[config.mk]
export PLATFORM = sky130hd
export DESIGN_NAME = fifo_queue_with_remove_by_value
export DESIGN_NICKNAME = d
export VERILOG_FILES = /design/src/rtl/fqrv_pkg.sv /design/src/rtl/fqrv_cell.sv /design/src/rtl/fifo_queue_with_remove_by_value.sv
export SDC_FILE = /design/constraint.sdc
export NUM_CORES = 1
export LEC_CHECK = 0
export ABC_AREA = 1
export BUFFER_PORTS_ARGS = -buffer_cell sky130_fd_sc_hd__buf_2
export CAP_MARGIN = 10
export CORE_ASPECT_RATIO = 0.6
export CORE_MARGIN = 5
export CORE_UTILIZATION = 40
export DETAILED_ROUTE_END_ITERATION = 8
export SYNTH_ARGS = -nofsm -noshare
export SYNTH_HDL_FRONTEND = slang
export SYNTH_SLANG_ARGS = --single-unit
[constraint.sdc]
create_clock -name clk_i -period 5.4 [get_ports clk_i]
set_clock_uncertainty 0.2 [all_clocks]
set_input_delay 0.27 -clock clk_i [delete_from_list [all_inputs] [get_ports clk_i]]
set_output_delay 0.27 -clock clk_i [all_outputs]
set_load 0.01 [all_outputs]
[src/rtl/fqrv_pkg.sv]
// Package for the FIFO queue with remove by value: codes, payload types and defaults.
package fqrv_pkg;

  // Default sizes of the queue.
  localparam int unsigned DefaultDepth     = 16;
  localparam int unsigned DefaultDataWidth = 32;

  // Fixed field widths of the channels.
  localparam int unsigned FieldWidth = 32;
  localparam int unsigned FillWidth  = 5;

  // Operation codes of an input item.
  typedef enum logic [1:0] {
    KIND_ENQ = 2'd0,
    KIND_DEQ = 2'd1,
    KIND_REM = 2'd2,
    KIND_NOP = 2'd3
  } kind_e;

  // Status codes of a result item.
  typedef enum logic [1:0] {
    STATUS_DONE = 2'd0,
    STATUS_MISS = 2'd1,
    STATUS_FULL = 2'd2
  } status_e;

  // Input item.
  typedef struct packed {
    logic [1:0]            kind;
    logic [FieldWidth-1:0] value;
  } in_item_t;

  // Result item.
  typedef struct packed {
    logic [1:0]            status;
    logic [FieldWidth-1:0] taken_value;
    logic [FieldWidth-1:0] head_value;
    logic                  is_empty;
    logic [FillWidth-1:0]  fill_count;
  } out_item_t;

  // Control broadcast from the sequencer to every cell.
  typedef struct packed {
    logic fire;   // the step is carried out in this cycle
    logic write;  // enqueue with room left
    logic search; // remove by value
  } cell_ctrl_t;

endpackage

[src/rtl/fqrv_cell.sv]
// One queue position: holds an entry, compares it with the key and shifts toward the head.
module fqrv_cell #(
  parameter int unsigned DATA_WIDTH = fqrv_pkg::DefaultDataWidth,
  parameter int unsigned CNT_W      = 5,
  parameter int unsigned IDX        = 0
) (
  input  logic                  clk_i,
  input  fqrv_pkg::cell_ctrl_t  ctrl_i,
  input  logic [DATA_WIDTH-1:0] key_i,
  input  logic [CNT_W-1:0]      count_i,
  input  logic                  found_i,
  output logic                  found_o,
  input  logic [DATA_WIDTH-1:0] next_data_i,
  output logic [DATA_WIDTH-1:0] data_o,
  output logic [DATA_WIDTH-1:0] data_next_o
);

  localparam logic [CNT_W-1:0] MyIdx = CNT_W'(IDX);

  logic [DATA_WIDTH-1:0] data_q;
  logic [DATA_WIDTH-1:0] data_d;
  logic                  occupied;
  logic                  hit;

  // A held entry equal to the key marks itself and every later cell for a shift.
  assign occupied = (MyIdx < count_i);
  assign hit      = ctrl_i.search && occupied && (data_q == key_i);
  assign found_o  = found_i || hit;

  // Shift in the neighbor's entry once a dequeue or a removal lies at or ahead of this cell,
  // or take the new value when this cell is the tail slot.
  always_comb begin
    data_d = data_q;
    if (ctrl_i.fire) begin
      if (found_o) begin
        data_d = next_data_i;
      end else if (ctrl_i.write && (count_i == MyIdx)) begin
        data_d = key_i;
      end
    end
  end

  always_ff @(posedge clk_i) begin
    data_q <= data_d;
  end

  assign data_o      = data_q;
  assign data_next_o = data_d;

endmodule

[src/rtl/fifo_queue_with_remove_by_value.sv]
// Top level of the FIFO queue with remove by value, built as a row of cells.
//
// Usage: each input transfer on in_data_i carries a kind and a value.
// Enqueue appends the value at the tail, dequeue takes the head, and
// remove-by-value deletes the first entry from the head equal to the value
// and closes the gap. Every input transfer yields exactly one result transfer
// on out_data_o with the status, the removed value, and the head, empty flag
// and fill count as they stand after the step.
// Timing: an accepted item is held in the operation registers; in its step
// every cell compares its entry with the key and the row shifts through the
// one-bit found chain, and the result is then held in the output register.
// A new item is taken once the step is done, while the result may still wait
// in the output register.
// Stall: when out_stall_i holds a result, a following item is taken in but
// its step waits until the output register is free.
// Reset: the fill count clears to zero and the queue reads as empty; the
// entries themselves are not cleared and are never read before written.
module fifo_queue_with_remove_by_value #(
  parameter int unsigned DEPTH      = fqrv_pkg::DefaultDepth,
  parameter int unsigned DATA_WIDTH = fqrv_pkg::DefaultDataWidth
) (
  input  logic                clk_i,
  input  logic                rst_ni,
  input  logic                in_valid_i,
  output logic                in_stall_o,
  input  fqrv_pkg::in_item_t  in_data_i,
  output logic                out_valid_o,
  input  logic                out_stall_i,
  output fqrv_pkg::out_item_t out_data_o
);

  localparam int unsigned CNT_W = $clog2(DEPTH + 1);
  localparam logic [CNT_W-1:0] CountFull = CNT_W'(DEPTH);
  localparam logic [CNT_W-1:0] CountOne  = CNT_W'(1);

  logic                   busy_q, busy_d;
  logic [1:0]             kind_q;
  logic [DATA_WIDTH-1:0]  key_q;
  logic [CNT_W-1:0]       count_q, count_d;
  logic                   out_valid_q, out_valid_d;
  fqrv_pkg::out_item_t    out_q, out_d;

  logic                   in_fire;
  logic                   fire;
  fqrv_pkg::cell_ctrl_t   ctrl;
  logic                   found_start;
  logic [DEPTH:0]         found;
  logic [DATA_WIDTH-1:0]  cell_data [DEPTH];
  logic [DATA_WIDTH-1:0]  cell_next [DEPTH];
  logic [1:0]             status_d;
  logic [DATA_WIDTH-1:0]  taken_d;

  // Handshake: one item is held at a time until its step is done.
  assign in_stall_o = busy_q;
  assign in_fire    = in_valid_i && !busy_q;
  assign fire       = busy_q && (!out_valid_q || !out_stall_i);

  // Control broadcast to the row of cells.
  assign ctrl.fire   = fire;
  assign ctrl.write  = (kind_q == fqrv_pkg::KIND_ENQ) && (count_q != CountFull);
  assign ctrl.search = (kind_q == fqrv_pkg::KIND_REM);
  assign found_start = (kind_q == fqrv_pkg::KIND_DEQ);
  assign found[0]    = found_start;

  // Row of cells; the last cell shifts in a don't-care entry past the tail.
  for (genvar g = 0; g < DEPTH; g++) begin : g_cell
    logic [DATA_WIDTH-1:0] next_data;
    if (g == DEPTH - 1) begin : g_last
      assign next_data = '0;
    end else begin : g_mid
      assign next_data = cell_data[g+1];
    end
    fqrv_cell #(
      .DATA_WIDTH (DATA_WIDTH),
      .CNT_W      (CNT_W),
      .IDX        (g)
    ) u_cell (
      .clk_i       (clk_i),
      .ctrl_i      (ctrl),
      .key_i       (key_q),
      .count_i     (count_q),
      .found_i     (found[g]),
      .found_o     (found[g+1]),
      .next_data_i (next_data),
      .data_o      (cell_data[g]),
      .data_next_o (cell_next[g])
    );
  end

  // Outcome of the step: status, removed value and new fill count.
  always_comb begin
    status_d = fqrv_pkg::STATUS_DONE;
    taken_d  = '0;
    count_d  = count_q;
    unique case (kind_q)
      fqrv_pkg::KIND_ENQ: begin
        if (count_q == CountFull) begin
          status_d = fqrv_pkg::STATUS_FULL;
        end else begin
          count_d = count_q + CountOne;
        end
      end
      fqrv_pkg::KIND_DEQ: begin
        if (count_q == '0) begin
          status_d = fqrv_pkg::STATUS_MISS;
        end else begin
          taken_d = cell_data[0];
          count_d = count_q - CountOne;
        end
      end
      fqrv_pkg::KIND_REM: begin
        if (found[DEPTH]) begin
          taken_d = key_q;
          count_d = count_q - CountOne;
        end else begin
          status_d = fqrv_pkg::STATUS_MISS;
        end
      end
      default: begin
      end
    endcase
  end

  // Result item as it stands after the step.
  always_comb begin
    out_d             = out_q;
    out_d.status      = status_d;
    out_d.taken_value = fqrv_pkg::FieldWidth'(taken_d);
    out_d.head_value  = (count_d != '0) ? fqrv_pkg::FieldWidth'(cell_next[0]) : '0;
    out_d.is_empty    = (count_d == '0);
    out_d.fill_count  = fqrv_pkg::FillWidth'(count_d);
  end

  // Sequencer and output register state.
  always_comb begin
    busy_d      = busy_q;
    out_valid_d = out_valid_q;
    if (out_valid_q && !out_stall_i) begin
      out_valid_d = 1'b0;
    end
    if (fire) begin
      busy_d      = 1'b0;
      out_valid_d = 1'b1;
    end else if (in_fire) begin
      busy_d = 1'b1;
    end
  end

  always_ff @(posedge clk_i or negedge rst_ni) begin
    if (!rst_ni) begin
      busy_q      <= 1'b0;
      out_valid_q <= 1'b0;
      count_q     <= '0;
    end else begin
      busy_q      <= busy_d;
      out_valid_q <= out_valid_d;
      if (fire) begin
        count_q <= count_d;
      end
    end
  end

  // Payload registers of the operation and the result.
  always_ff @(posedge clk_i) begin
    if (in_fire) begin
      kind_q <= in_data_i.kind;
      key_q  <= DATA_WIDTH'(in_data_i.value);
    end
    if (fire) begin
      out_q <= out_d;
    end
  end

  assign out_valid_o = out_valid_q;
  assign out_data_o  = out_q;

`ifndef SYNTH
  // The fill count never passes the depth.
  a_count_bound: assert property (@(posedge clk_i) disable iff (!rst_ni)
    count_q <= CountFull)
    else $error("fill count beyond depth");

  // An accepted item holds the sequencer busy in the next cycle.
  a_busy_after_accept: assert property (@(posedge clk_i) disable iff (!rst_ni)
    in_fire |=> busy_q)
    else $error("accepted item not held");

  // A result flags empty exactly when its fill count is zero.
  a_empty_matches_count: assert property (@(posedge clk_i) disable iff (!rst_ni)
    out_valid_q |-> (out_q.is_empty == (out_q.fill_count == '0)))
    else $error("empty flag disagrees with fill count");

  // A step that misses or is dropped leaves the fill count alone.
  a_miss_keeps_count: assert property (@(posedge clk_i) disable iff (!rst_ni)
    (fire && (status_d != fqrv_pkg::STATUS_DONE)) |=> $stable(count_q))
    else $error("failed step changed the fill count");
`endif

endmodule
==> run summary <==
Worst Path Max Fanout: 33
io pins: 112
Die X: 381 µm
TritonCTS buffer count: 59
Max-slew headroom: 23.1%
Yosys reg bits: 625
Initial Util: 40.5%
Yosys top cell by area: edfxtp_1
top cell type's share of synthesized area: 53.1%
Worst VDD drop: 0.000285 V
Vias: 24.8k
worst hold path class: in -> reg
CP top delay family: simple AND/OR/NAND/NOR gates
Slew @ Worst Pin: 1.15 ns
Worst EP arrival: 5.35 ns
DR iter-0 viols: 2759
num rows: 81
logic gate share of total power: 30.3%
Final WS setup: 0.215 ns
register area share after synthesis: 55.6%
endpoints failing setup: 0
DIE AREA: 88800 µm²
Layout area overhead: 12.1%
power per standard cell area: 454 nW/µm²
clk root buf: clkbuf_16
DP HPWL: 68.4 mm
status: finished clean
Syn Nets: 3583
Vias/cell: 5.25
All-Layer GR Usage: 20.8%
area of the multi-input gates: 12800 µm²
fin nets: 3632
critical path class: reg -> reg
final instance area: 37100 µm²
met2 GRT Util: 28.2%
top post-synthesis cells by area: edfxtp_1, nand2_1, o21ai_0, xor2_1, xnor2_1
first-pass GRT wire length: 142 mm
Synth Area per Inst: 9.37 µm²
PnR Total Power: 16.8 mW
die height: 233 µm
clk sink count: 625
core area: 81800 µm²
dpl ws: -0.222 ns
Psw: 6.06 mW
max cap viols: 0
leading cell type in the layout, fill and taps excluded: nand2_1
WL/cell: 19.9 µm
met3 GRT Util: 3.69%
final cycle utilization of the critical path: 96.0%
initial antenna violation count: 0
YS warnings: 0
vias in the first global route: 22.4k
placed cell areas: 34700 µm²
H-Tree Depth: 2
most frequent cells in the layout: nand2_1, edfxtp_1, o21ai_0, xor2_1, inv_1
Max Freq: 0.193 GHz
drc violations: 0
Post-synth EDFFs: 586
internal power: 10.8 mW
drt first pass iters: 6
Clk Latency, worst-skew pair: 0.66 ns
Min Hold Slack: 0.142 ns
Routed Antenna Nets: 0
met1 usage: 34.2%
GP Congestion: 0.926
fill cell count: 7807
Synth Cell Area: 33100 µm²
Clk network pwr share: 26.6%
total global routing overflow: 0
Switching Share: 36.0%
Final Hold Viols: 0
DRT Wirelength: 93.9 mm
# diodes: 0
ys async rst share: 1.12%
Critical Path Max Stage Delay: 0.58 ns
CP Data Required Time: 5.56 ns
clk slew on worst S/H paths: 0.07 ns
worst path bufs/invs: 4
Final Max Slew Viols: 0
CP Capture Type: flop
Buffers on Ports: 111
largest net degree at the start of global routing: 83
Top FF cell, synth: edfxtp_1
Min Clock Period, post-route: 5.18 ns
CTS tree: done
Worst setup SP type: flop
Slowest cell on crit path: or4_1
most crowded layer after global routing: met1
clk buf depth: 3
share of cells above drive strength 1: 12.6%
distinct cell type count after synthesis: 50
Leak: 13.3 nW
worst-path cell chain: inv_1 > ha_2 > inv_1 > a211oi_2 > o2111ai_1 > or4_1 > nor4_2 > inv_1 > nand4_4 > nand2_1 > nand3_1 > nand2_1 > nand2_1 > nand3_2 > nor2_4 > buf_4 > nor2_1
RSZ-0062 raised after global routing: false
Sequential cell area: 18400 µm²
cell count after synthesis: 3536
Reg power frac: 43.1%
-- logic make-up after synthesis --
logic type	after synthesis	share of synthesized area, %
fa+ha+maj	9	0.340
compound gates	694	11.4
simple gates	1413	18.4
flops	625	55.6
xor+xnor	315	8.33
buf+inv	480	5.98
-- cell type report --
cell class,instances,share of cell area (%)
clock buffer,68,4.15
clock inverter,41,1.29
inverter,219,2.22
multi-input combinational,2431,34.5
sequential,625,49.6
tap,1079,3.64
timing repair buffer,249,4.55
-- timing repair --
item | CTS | global route
hold buffers | 38 | 0
gates cloned | 0 | 0
gates resized for setup | 1 | 1
setup buffers | 0 | 0
endpoints found under the hold margin | 43 | 0
endpoints found under the setup margin | 33 | 33
-- final timing paths --
check,from,endpoint,slack (ns),cells after the start
worst max-delay path,kind_q[0]$_DFFE_PP_,out_data_o[37]$_SDFFCE_PN0P_,0.22,17
max in group asynchronous,rst_ni,count_q[4]$_DFFE_PN0P_,4.31,3
worst max register to register,kind_q[0]$_DFFE_PP_,out_data_o[37]$_SDFFCE_PN0P_,0.22,17
worst min register to register,out_valid_o$_DFFE_PN0P_,out_valid_o$_DFFE_PN0P_,0.30,2
min in group asynchronous,rst_ni,count_q[3]$_DFFE_PN0P_,0.41,3
worst min-delay path,in_data_i[5],key_q[5]$_DFFE_PP_,0.14,2
-- stage by stage --
stage / TNS [ns] / util (%) / std cells
after floorplan: 0 / - / 3536
after global placement: -6.15 / 42.4 / 4563
after detailed placement: -5.13 / 42.4 / 4564
after CTS: 0 / 45.4 / 4711
after global routing: 0 / 45.4 / 4712
final: 0 / 45.4 / 4712
-- state kept, by name, indices dropped and copies added, names as in the netlist --
signal	flops
count_q	5
g_cell.u_cell.data_o	512
in_stall_o	1
key_q	32
kind_q	2
out_data_o	72
out_valid_o	1
-- power groups by stage --
stage / Clock [mW] / Combinational (mW) / Sequential, mW
2_1_floorplan: 0 / 3.34 / 7.34
4_1_cts: 4.55 / 5.07 / 7.27
6_report: 4.48 / 5.10 / 7.27
3_3_place_gp: 0 / 4.98 / 7.35
5_1_grt: 4.77 / 5.63 / 7.38
3_5_place_dp: 0 / 5.03 / 7.37
-- per-layer routing --
layer  up-vias  part of all wire [%]  wire length (µm)
met5         -                     0                 0
li1      12100                     -                 -
met2       967                    38             36000
met4         0                   1.5              1450
met3       108                   9.1              8520
met1     11600                    51             48000
-- cells in the mapped netlist (all sizes together) (32+ instances only) --
cell,instances
xor2,189
dfxtp,32
nand3,88
or2,51
clkbuf,149
o211ai,67
edfxtp,586
nand2,928
inv,218
nor2,219
o21ai,523
nand4,48
a21oi,58
xnor2,126
buf,112
nor4,41
Note: power is estimated with default switching activity, not from simulation.
